===== config.mk =====
export PLATFORM = sky130hd
export DESIGN_NAME = lzb_queue
export DESIGN_NICKNAME = d
export VERILOG_FILES = /design/src/lzb_pkg.sv /design/src/lzb_queue.sv
export SDC_FILE = /design/constraint.sdc
export NUM_CORES = 1
export LEC_CHECK = 0
export ABC_CLOCK_PERIOD_IN_PS = 1600
export BUFFER_PORTS_ARGS = -buffer_cell sky130_fd_sc_hd__buf_2
export CAP_MARGIN = 20
export CORE_MARGIN = 4
export CORE_UTILIZATION = 49
export DETAILED_ROUTE_END_ITERATION = 10
export HOLD_SLACK_MARGIN = 0.06
export PLACE_DENSITY = 0.83
export RECOVER_POWER = 100
export SYNTH_ARGS = -nofsm -noshare
export SYNTH_HDL_FRONTEND = slang
export SYNTH_SLANG_ARGS = --single-unit

===== constraint.sdc =====
create_clock -name clock -period 1.6 [get_ports clock]
set_input_delay 0.16 -clock clock [delete_from_list [all_inputs] [get_ports clock]]
set_output_delay 0.16 -clock clock [all_outputs]
set_load 0.02 [all_outputs]

===== src/lzb_pkg.sv =====
package lzb_pkg;

   localparam int HistoryDepthDefault = 4096;
   localparam int GammaBitsDefault    = 16;
   localparam int CapW                = 25;
   localparam logic [CapW-1:0] CapReset = 25'd65536;

   localparam logic [2:0] PH_FIRST   = 3'd0;
   localparam logic [2:0] PH_FLAG    = 3'd1;
   localparam logic [2:0] PH_LIT     = 3'd2;
   localparam logic [2:0] PH_GSTOP   = 3'd3;
   localparam logic [2:0] PH_GDATA   = 3'd4;
   localparam logic [2:0] PH_OFFBYTE = 3'd5;
   localparam logic [2:0] PH_OFFBITS = 3'd6;
   localparam logic [2:0] PH_COPY    = 3'd7;

   localparam logic [1:0] ST_OK  = 2'd0;
   localparam logic [1:0] ST_END = 2'd1;
   localparam logic [1:0] ST_CAP = 2'd2;
   localparam logic [1:0] ST_ERR = 2'd3;

   localparam logic [1:0] WN_BYTE = 2'd0;
   localparam logic [1:0] WN_ADV  = 2'd1;
   localparam logic [1:0] WN_DONE = 2'd2;

   localparam logic CMD_BYTE = 1'b0;
   localparam logic CMD_ADV  = 1'b1;

   // One queued transaction between front and back.
   typedef struct packed {
      logic       command;
      logic [7:0] data_byte;
   } item_type;

endpackage


===== src/lzb_queue.sv =====
// Two-entry queue that decouples the input front from the decoder back.
module lzb_queue (
   input  logic               clock,
   input  logic               reset,
   input  logic               in_valid,
   output logic               in_stall,
   input  lzb_pkg::item_type  in_item,
   output logic               out_valid,
   input  logic               out_take,
   output lzb_pkg::item_type  out_item
);

   lzb_pkg::item_type slot_ff [2];
   logic       wr_ff, rd_ff;
   logic [1:0] cnt_ff, cnt_in;
   logic       push, pop;

   assign in_stall  = cnt_ff == 2'd2;
   assign push      = in_valid && !in_stall;
   assign out_valid = cnt_ff != 2'd0;
   assign pop       = out_valid && out_take;
   assign out_item  = slot_ff[rd_ff];

   // Occupancy follows pushes and pops.
   always_comb begin
      cnt_in = cnt_ff;
      if (push && !pop) cnt_in = cnt_ff + 2'd1;
      else if (pop && !push) cnt_in = cnt_ff - 2'd1;
   end

   always_ff @(posedge clock) begin
      if (reset) begin
         wr_ff  <= 1'b0;
         rd_ff  <= 1'b0;
         cnt_ff <= 2'd0;
      end else begin
         cnt_ff <= cnt_in;
         if (push) wr_ff <= !wr_ff;
         if (pop) rd_ff <= !rd_ff;
      end
   end

   always_ff @(posedge clock) begin
      if (push) slot_ff[wr_ff] <= in_item;
   end

endmodule


Word-level counts from Yosys, hierarchy flattened
Memory sizes are Yosys's and may differ from the RTL's. A register that Yosys moved wholly into a read port is not among the register bits.
Index checks and enable logic that the tools add are counted.
- flip-flop bits (word level): 4
- bits in writable memories: 18
- input port bits: 13
- memories kept: 1
- memories (name ; depth ; width ; rd ports ; clocked after Yosys merged registers in ; write ports ; RTL line ; RTL):
    slot_ff ; 2 ; 9 ; 1 ; 1 ; 1 ; lzb_queue.sv:13 ; lzb_pkg::item_type slot_ff [2];
- $add $sub $neg: 2
- equality and inequality tests: 1
- multiplexer cells: 6
- reductions and logical operators: 11
- operators with widths (cell ; number):
    $logic_not 1->1 ; 5
    $logic_and 1x1->1 ; 4
    $mux 1 ; 4
    $mux 2 ; 2
    $reduce_bool 2->1 ; 2
    $add 2x1->2 const B ; 1
    $eq 2x2->1 const B ; 1
    $sub 2x1->2 const B ; 1

Depth between registers and ports, before layout
Gate-level depths: netlist (run 1).
- depth after elaboration: 7
- gate-level depth with buffers: 6

Worst setup path before layout (run 1)
OpenSTA, ideal clock, no wires.
- path kind: register to register
- start point: register cnt_ff[1]
- end point: register cnt_ff[1]
- setup time: 70 ps
- arrival time: 1507 ps
- data required time: 1530 ps
- setup slack: 23 ps
- stages on the path, launching flop included: 6
- clock period less this slack: 1577 ps
- cell sequence: dfxtp_1 nor2b_2 nor2_1 ha_1 or3_1 a21oi_1
- longest elaborated chain between the ends: 6
- RTL lines (element ; RTL line ; RTL):
    start, declared ; lzb_queue.sv:15 ; logic [1:0] cnt_ff, cnt_in;
    start signal, assigned ; lzb_queue.sv:37 ; cnt_ff <= cnt_in;
    $eq 2x2->1 * ; lzb_queue.sv:18 ; assign in_stall = cnt_ff == 2'd2;
    named net in_stall ; lzb_queue.sv:6 ; output logic in_stall,
    $logic_not 1->1 * ; lzb_queue.sv:19 ; assign push = in_valid && !in_stall;
    $logic_and 1x1->1 * ; lzb_queue.sv:19 ;
    $logic_not 1->1 ; lzb_queue.sv:28 ; else if (pop && !push) cnt_in = cnt_ff - 2'd1;
    $logic_and 1x1->1 ; lzb_queue.sv:28 ;
    $reduce_bool 2->1 (no line) ; n/a ;
The timed path passes the listed nets; every way through them passes the cells marked *. The select of a mux whose other input is x is not followed.
A chain may end at the register's enable or synchronous reset.

Final worst setup path (run 1)
- start point: register cnt_ff[0]
- end point: register cnt_ff[1]
- longest elaborated chain between the ends: 6
- RTL lines (element ; RTL line):
    $eq 2x2->1 ; lzb_queue.sv:18
    $logic_not 1->1 ; lzb_queue.sv:19
    $logic_and 1x1->1 ; lzb_queue.sv:19
    $logic_not 1->1 ; lzb_queue.sv:28
    $logic_and 1x1->1 ; lzb_queue.sv:28
    $reduce_bool 2->1 (no line) ; n/a
Several ways; a longest one is shown, not always the timed one. The select of a mux whose other input is x is not followed.

==> results of run 1 <==
worst max-delay path: cells and delay by family (launching register included):
| family | cells | cell delay [ns] |
|---|---|---|
| adder cells (fa/ha/maj) | 1 | 0.32 |
| AO/OA/AOI/OAI | 2 | 0.39 |
| AND/OR/NAND/NOR | 1 | 0.39 |
| flip-flops | 1 | 0.37 |
timing repair:
| item | 4_1_cts | 5_1_grt |
|---|---|---|
| resized for setup | 1 | 7 |
| setup buffers | 0 | 1 |
| endpoints found under the hold margin | 18 | 0 |
| setup endpoints to repair | 9 | 1 |
| pin swaps | 0 | 2 |
| hold buffers | 9 | 0 |
registers in the layout, indices dropped and copies added, names as in the netlist, named ones only:
register / flops
rd_ff: 1
cnt_ff: 2
slot_ff: 18
wr_ff: 1
cell usage in the layout (no fill, tap or decap), types with 2 or more instances in the layout:
cell / n
buf_2: 18
o21ai_0: 3
buf_4: 2
xor2_1: 3
clkbuf_1: 6
edfxtp_1: 18
dfxtp_2: 2
nor2_1: 4
clkbuf_4: 3
dfxtp_1: 2
inv_1: 2
mux2_2: 9
dlygate4sd3_1: 9
cell usage after synthesis:
cell type  count
xor2_1         3
mux2_2         9
nor2b_2        1
inv_1          2
a21oi_1        2
or3_1          2
o21ai_0        3
or2_2          1
nor2_1         4
dfxtp_1        5
buf_2          1
ha_1           1
and2_1         1
edfxtp_1      18
how the worst min path moves through the flow:
stage	from	to	cells after the start	slack [ns]
detailed placement	in_item[4]	slot_ff[1][4]	1	0.35
CTS	reset	register	2	0.07
global placement	in_item[5]	slot_ff[1][5]	1	0.35
floorplan	reset	cnt_ff[1]	1	0.23
global route	reset	cnt_ff[1]	2	0.08
finish	reset	cnt_ff[1]	2	0.09
cell type report:
cell class / count / area [um2]
flip-flops and latches: 23 / 647
repair buffers: 34 / 214
clock buffers: 4 / 26.3
multi-input cells: 27 / 228
fillers: 123 / 442
inverters: 2 / 7.51
well taps: 24 / 30.0
cell families after synthesis:
family,Yosys count
flip-flops,23
multiplexers,9
AND/OR/NAND/NOR,9
AO/OA/AOI/OAI,5
XOR/XNOR,3
buffers and inverters,3
adder cells (fa/ha/maj),1
routing by layer:
| metal | vias to the layer above | share of wire, % | track usage, % |
|---|---|---|---|
| li1 | 265 | - | - |
| met1 | 250 | 43 | 14.4 |
| met2 | 13 | 51 | 21.7 |
| met3 | 0 | 5.9 | 2.71 |
| met4 | 0 | 0 | 4.15 |
| met5 | - | 0 | 0 |
where the power goes:
part	switching (W)	total (W)	internal (W)
Sequential	0.0000800	0.000853	0.000773
Clock	0.000152	0.000249	0.0000969
Combinational	0.000326	0.000624	0.000297
through the flow:
stage	hold WS, ns	cell area [um2]	total power, W	util, %
after detailed placement	0.352	1010	0.00141	63.7
after floorplan	0.229	867	0.00124	-
after CTS	0.0722	1130	0.00167	71.0
final	0.0879	1150	0.00173	72.3
after global routing	0.0762	1150	0.00183	72.3
after global placement	0.349	1010	0.00139	63.7
==> out/qor.csv, run 1 <==
metric;value;unit
outcome;finished, final reports clean;
num_vias;528;
gp_congestion;0.667;
instances_no_fill;114;
postRouteAntennaNets;0;
drc;0;
finalCritPeriodShare;95.9;%
die_area;0.00251;mm2
hpwl;968;um
grt_max_degree;13;
fin_ws;0.0652;ns
io_buffers;23;
routedWlPerCell;12.8;um
synth_warnings;0;
routed_wl;1.46;mm
r2r_slack;0.07;ns
synth_compound_area_share;2.89;%
grt_pass1_vias;555;
startpoint_type;register;
area_delta_synth_final;32.9;%
r2r_start;cnt_ff[0];
synth_fa_ha_area_share;1.44;%
grt-ovfl-total;0;
p_leak;0.450;nW
r2r_end;cnt_ff[1];
dr.pass1.iters;4;
clock_skew;0.00157;ns
clockRootBuffer;clkbuf_4;
layout-drive-gt1-share;43.3;%
layout.nets;105;
max-slew-margin-rel;71.6;%
synth_mux_area_share;11.7;%
synthesis.area;867;um2
cts_tree;done;
die_h;50.1;um
io_pins;24;
grt_pass1_wl;2.33;mm
htree_levels;1;
synthDistinctLibCells;14;
yosysTopAreaCellShare;62.3;%
chipWidth;50.1;um
syn_avg_cell_area;16.4;um2
cts_inserted_buffers;3;
startpoint;cnt_ff[0];
synth_area_leaders;edfxtp_1 (62%), mux2_2 (12%), dfxtp_1 (12%);
worstPathArrival;1.76;ns
dp_slack;0.0540;ns
period_minus_slack;1.53;ns
cts_max_path_buffers;2;
hp-class;input port to register;
ys_seq_elements;23;
start_util;54.4;%
yosysSeqAreaShare;73.9;%
syn_inst;53;
critical_path.endpoint;cnt_ff[1];
cp.required;1.83;ns
setup_viol;0;
rr_worst_depth;4;
hold_violations;0;
synth_top_family_by_area;multiplexers;
cp-end-kind;register;
antenna_cells;0;
crit_slowest_cell;or3_4;
syn_nets;67;
maxCapViolCount;0;
worst_pin_slew;0.426;ns
report.final.slew_viol_count;0;
cpPeakStageDelay;0.39;ns
yosys.area.top_type;edfxtp_1;
synth-simple-area-share;5.63;%
ir_drop;1.05;mV
worstSetupPathType;register to register;
fp-row-count;14;
clock_latency;0.29;ns
setup_tns;0;ns
numClockSinks;23;
power_density;1500;mW/mm2
viasPerCell;4.63;
yosys.area_share.xor_xnor;3.03;%
dp_cells;100;
crit_chain;o21ai_0 > ha_1 > or3_4 > a21oi_2;
path_max_fanout;5;
drt_iter0_markers;10;
antenna_found_initial;0;
grtUsageTotal;12.3;%
fmax;652;MHz
path_clk_slew;0.11;ns
core;0.00159;mm2
Note: power is estimated with default switching activity, not from simulation.
==> run 2: changes to the inputs <==
CORE_MARGIN = unset   (was 4)
==> run 2 against run 1 <==
  * Worst hold slack better by 0.14 ns
  * Via count is 8.7% higher
  * Clock-buffer cell count is 1 lower
  * Total power is 2.1% lower
  * Cell area is 0.98% lower
  * Critical endpoint unchanged
  * Highest routed layer is now met4
==> out/qor.csv, run 2 (same netlist as run 1, synthesis figures left out) <==
metric;value;unit
num_vias;574;
die_area;0.00194;mm2
cp.required;1.84;ns
hpwl;936;um
hold_violations;0;
r2r_start;cnt_ff[0];
io_pins;24;
final_cell_mix;edfxtp_1 (18), dlygate4sd3_1 (10), mux2_2 (9), clkbuf_2 (9);
core;0.00158;mm2
holdPathStages;4;
htree_levels;1;
rsz0062_at_grt;no;
worst_pin_slew;0.360;ns
grt_pass1_wl;2.05;mm
maxCapViolCount;0;
ir_drop;1.01;mV
cts_inserted_buffers;3;
drt_iter0_markers;10;
viasPerCell;5.31;
p_total;0.00169;W
die_h;44.1;um
fmax;653;MHz
cts_tree;done;
r2r_end;cnt_ff[1];
routedWlPerCell;12.6;um
drc;0;
grt-ovfl-total;0;
largest-register;slot_ff;
fp-row-count;14;
gp_congestion;0.706;
period_minus_slack;1.53;ns
final_common_cell;edfxtp_1;
post_cts_buffers;0;
grt_pass1_vias;495;
max-slew-margin-rel;76.0;%
chipWidth;44.1;um
report.final.slew_viol_count;0;
layout-drive-gt1-share;39.1;%
antenna_found_initial;0;
clockRootBuffer;clkbuf_4;
area_delta_synth_final;31.6;%
worstPathArrival;1.77;ns
grt_max_degree;14;
rr_worst_depth;4;
largest_register_ffs;18;
startpoint_type;register;
path_clk_slew;0.12;ns
min_from;in_valid;
io_buffers;23;
numClockSinks;23;
path_max_fanout;5;
worstSetupPathType;register to register;
power_density;1480;mW/mm2
antenna_cells;0;
cp-end-kind;register;
outcome;finished, final reports clean;
cts_max_path_buffers;2;
p_leak;0.450;nW
start_util;55.0;%
min_to;wr_ff;
top_regs;slot_ff: 18 flops, cnt_ff: 2 flops;
r2r_slack;0.07;ns
postRouteAntennaNets;0;
clock_skew;0.00384;ns
routed_wl;1.36;mm
finalCritPeriodShare;95.8;%
hp-class;input port to register;
grtUsageTotal;15.2;%
setup_tns;0;ns
clock_latency;0.30;ns
setup_viol;0;
layout.nets;107;
dr.pass1.iters;6;
## run 2: worst max-delay path, stage by stage, from the launching register on
cell	delay (ns)
dfxtp_2	0.38
o21ai_0	0.26
ha_1	0.31
or3_1	0.38
a21oi_1	0.14
## run 2: area by class of cell
| cell class | instances | area [um2] |
|---|---|---|
| sequential | 23 | 644 |
| fill | 110 | 435 |
| timing repair buffer | 36 | 223 |
| multi-input combinational | 27 | 219 |
| clock buffer | 3 | 22.5 |
| tap | 16 | 20.0 |
| inverter | 2 | 7.51 |
| clock inverter | 1 | 5.00 |
## run 2: worst max-delay path by stage
stage          startpoint        end  slack, ns  cells after the start
2_1_floorplan   cnt_ff[1]  cnt_ff[1]       0.02                      5
3_3_place_gp    cnt_ff[0]  cnt_ff[1]       0.14                      4
3_5_place_dp    cnt_ff[1]  cnt_ff[1]       0.08                      5
4_1_cts         cnt_ff[1]  cnt_ff[1]       0.05                      5
5_1_grt         cnt_ff[1]  cnt_ff[1]       0.01                      5
6_report        cnt_ff[0]  cnt_ff[1]       0.07                      4
## run 2: stage by stage
step | std cells | setup WS, ns | area (um2) | hold slack, ns | util [%]
global route | 108 | 0.0125 | 1140 | 0.228 | 72.4
detailed placement | 94 | 0.0822 | 1020 | 0.351 | 64.7
floorplan | 53 | 0.0233 | 867 | 0.229 | -
global placement | 94 | 0.137 | 1020 | 0.348 | 64.7
CTS | 107 | 0.0496 | 1140 | 0.0763 | 72.2
finish | 108 | 0.0679 | 1140 | 0.226 | 72.4
## run 2: repair_timing
item / CTS / global route
resized for setup: 1 / 3
gates cloned: 0 / 0
endpoints found under the setup margin: 3 / 1
hold buffers: 9 / 1
pin swaps: 0 / 0
endpoints found under the hold margin: 18 / 3
## run 2: metal layers
layer / up-vias / wire (um) / global-route usage (%)
li1: 271 / - / -
met1: 279 / 525 / 16.2
met2: 21 / 778 / 27.9
met3: 3 / 48 / 4.90
met4: 0 / 10 / 5.45
met5: - / 0 / 0
## run 2: power breakdown
group	internal [W]	switching (W)	leakage, nW
sequential	0.000769	0.0000826	0.210
clock	0.0000930	0.000162	0.0177
combinational	0.000263	0.000321	0.221
==> run 3: changes to the inputs <==
CORE_UTILIZATION = 52   (was 49)
CTS_BUF_LIST = sky130_fd_sc_hd__clkbuf_8   (was unset)
PLACE_DENSITY = 0.86   (was 0.83)
==> run 3 against run 2 <==
  * Largest cell class unchanged
  * Sequential power about the same
  * Clock skew increased by 0.0027 ns
  * Utilization decreased by 3.6 points
  * Fmax increased by 0.56%
  * Wire length decreased by 6.8%
  * Sequential share of layout area increased by 4.9 points
  * Total power increased by 3.7%
==> out/qor.csv, run 3 (same netlist as run 1, synthesis figures left out) <==
metric;value;unit
path_clk_slew;0.08;ns
report.final.slew_viol_count;0;
area_delta_synth_final;20.9;%
layout-drive-gt1-share;45.6;%
gp_congestion;0.654;
cp-end-kind;output pin;
r2r_slack;0.10;ns
fp-row-count;14;
clock_skew;0.00651;ns
grt_pass1_wl;1.95;mm
worst_pin_slew;0.404;ns
antenna_cells;0;
grt_max_degree;15;
largest_register_ffs;18;
postRouteAntennaNets;0;
htree_levels;1;
antenna_found_initial;0;
ir_drop;1.00;mV
rsz0062_at_grt;no;
hold_violations;0;
die_area;0.00183;mm2
cts-resized-gates;1;
drc;0;
io_buffers;23;
die_h;42.8;um
routed_wl;1.27;mm
clock_latency;0.27;ns
top_regs;slot_ff: 18 flops, cnt_ff: 2 flops;
max-slew-margin-rel;73.1;%
setup_tns;0;ns
dr.pass1.iters;3;
maxCapViolCount;0;
hp-class;input port to register;
grt-ovfl-total;0;
fmax;656;MHz
viasPerCell;5.14;
largest-register;slot_ff;
num_vias;488;
final_cell_mix;edfxtp_1 (18), buf_2 (11), mux2_2 (9), clkbuf_2 (8);
startpoint_type;register;
hold_buffers;0;
power_density;1670;mW/mm2
hpwl;902;um
worstPathArrival;1.36;ns
period_minus_slack;1.52;ns
outcome;finished, final reports clean;
path_max_fanout;9;
io_pins;24;
core;0.00152;mm2
grt_pass1_vias;482;
setup_viol;0;
fin_hold_ws;0.0802;ns
chipWidth;42.8;um
worstSetupPathType;register to output pin;
cts_max_path_buffers;2;
cp.required;1.44;ns
clockRootBuffer;clkbuf_8;
start_util;56.9;%
p_leak;0.410;nW
cts_tree;done;
finalCritPeriodShare;95.2;%
post_cts_buffers;0;
layout.nets;94;
drt_iter0_markers;13;
numClockSinks;23;
routedWlPerCell;13.4;um
cts_inserted_buffers;3;
grtUsageTotal;15.5;%
final_common_cell;edfxtp_1;
-- run 3: cell count changes in the layout (fill, tap and decap cells not counted), moves of 3 or more --
cell,previous run,this run
dlygate4sd3_1,10,0
clkbuf_1,8,4
buf_2,8,11
clkbuf_4,3,0
clkbuf_8,0,3
-- run 3: report_power, final --
| part | internal (W) | total, W | switching, W | leakage (nW) |
|---|---|---|---|---|
| clock | 0.000176 | 0.000359 | 0.000183 | 0.0217 |
| combinational | 0.000236 | 0.000544 | 0.000308 | 0.178 |
| sequential | 0.000767 | 0.000848 | 0.0000811 | 0.210 |
-- run 3: final cells by class --
class / instances / area (um2)
Inverter: 2 / 7.51
Clock buffer: 3 / 41.3
Fill cell: 113 / 475
Multi-Input combinational cell: 27 / 219
Clock inverter: 1 / 7.51
Tap cell: 16 / 20.0
Sequential cell: 23 / 643
Timing Repair Buffer: 23 / 110
-- run 3: stage by stage --
stage | worst slack [ns] | instance area, um2 | power [W] | cells | utilization [%]
6_report | 0.0764 | 1050 | 0.00175 | 95 | 68.8
5_1_grt | 0.00875 | 1050 | 0.00184 | 95 | 68.8
4_1_cts | 0.0266 | 1050 | 0.00175 | 95 | 68.6
3_5_place_dp | 0.0130 | 997 | 0.00139 | 91 | 65.4
3_3_place_gp | 0.126 | 997 | 0.00137 | 91 | 65.4
2_1_floorplan | 0.0233 | 867 | 0.00124 | 53 | -
-- run 3: final timing paths --
kind | startpoint | to | cells past startpoint
max | register | out_item[8] | 2
min reg2reg | wr_ff | wr_ff | 2
max reg2reg | cnt_ff[1] | cnt_ff[1] | 5
min | in_item[3] | slot_ff[0][3] | 1
-- run 3: metal layers --
layer | vias to the layer above | share of wire, % | wire [um] | GRT usage (%)
met5 | - | 0 | 0 | 0
met4 | 0 | 2.3 | 29 | 11.3
met3 | 3 | 6.1 | 77 | 4.68
met2 | 19 | 49 | 619 | 25.5
met1 | 223 | 43 | 542 | 16.6
li1 | 243 | - | - | -
-- run 3: critical path, cell delays in order (launching register included) --
cell,delay [ns]
dfxtp_1,0.56
mux2_2,0.39
clkbuf_2,0.15
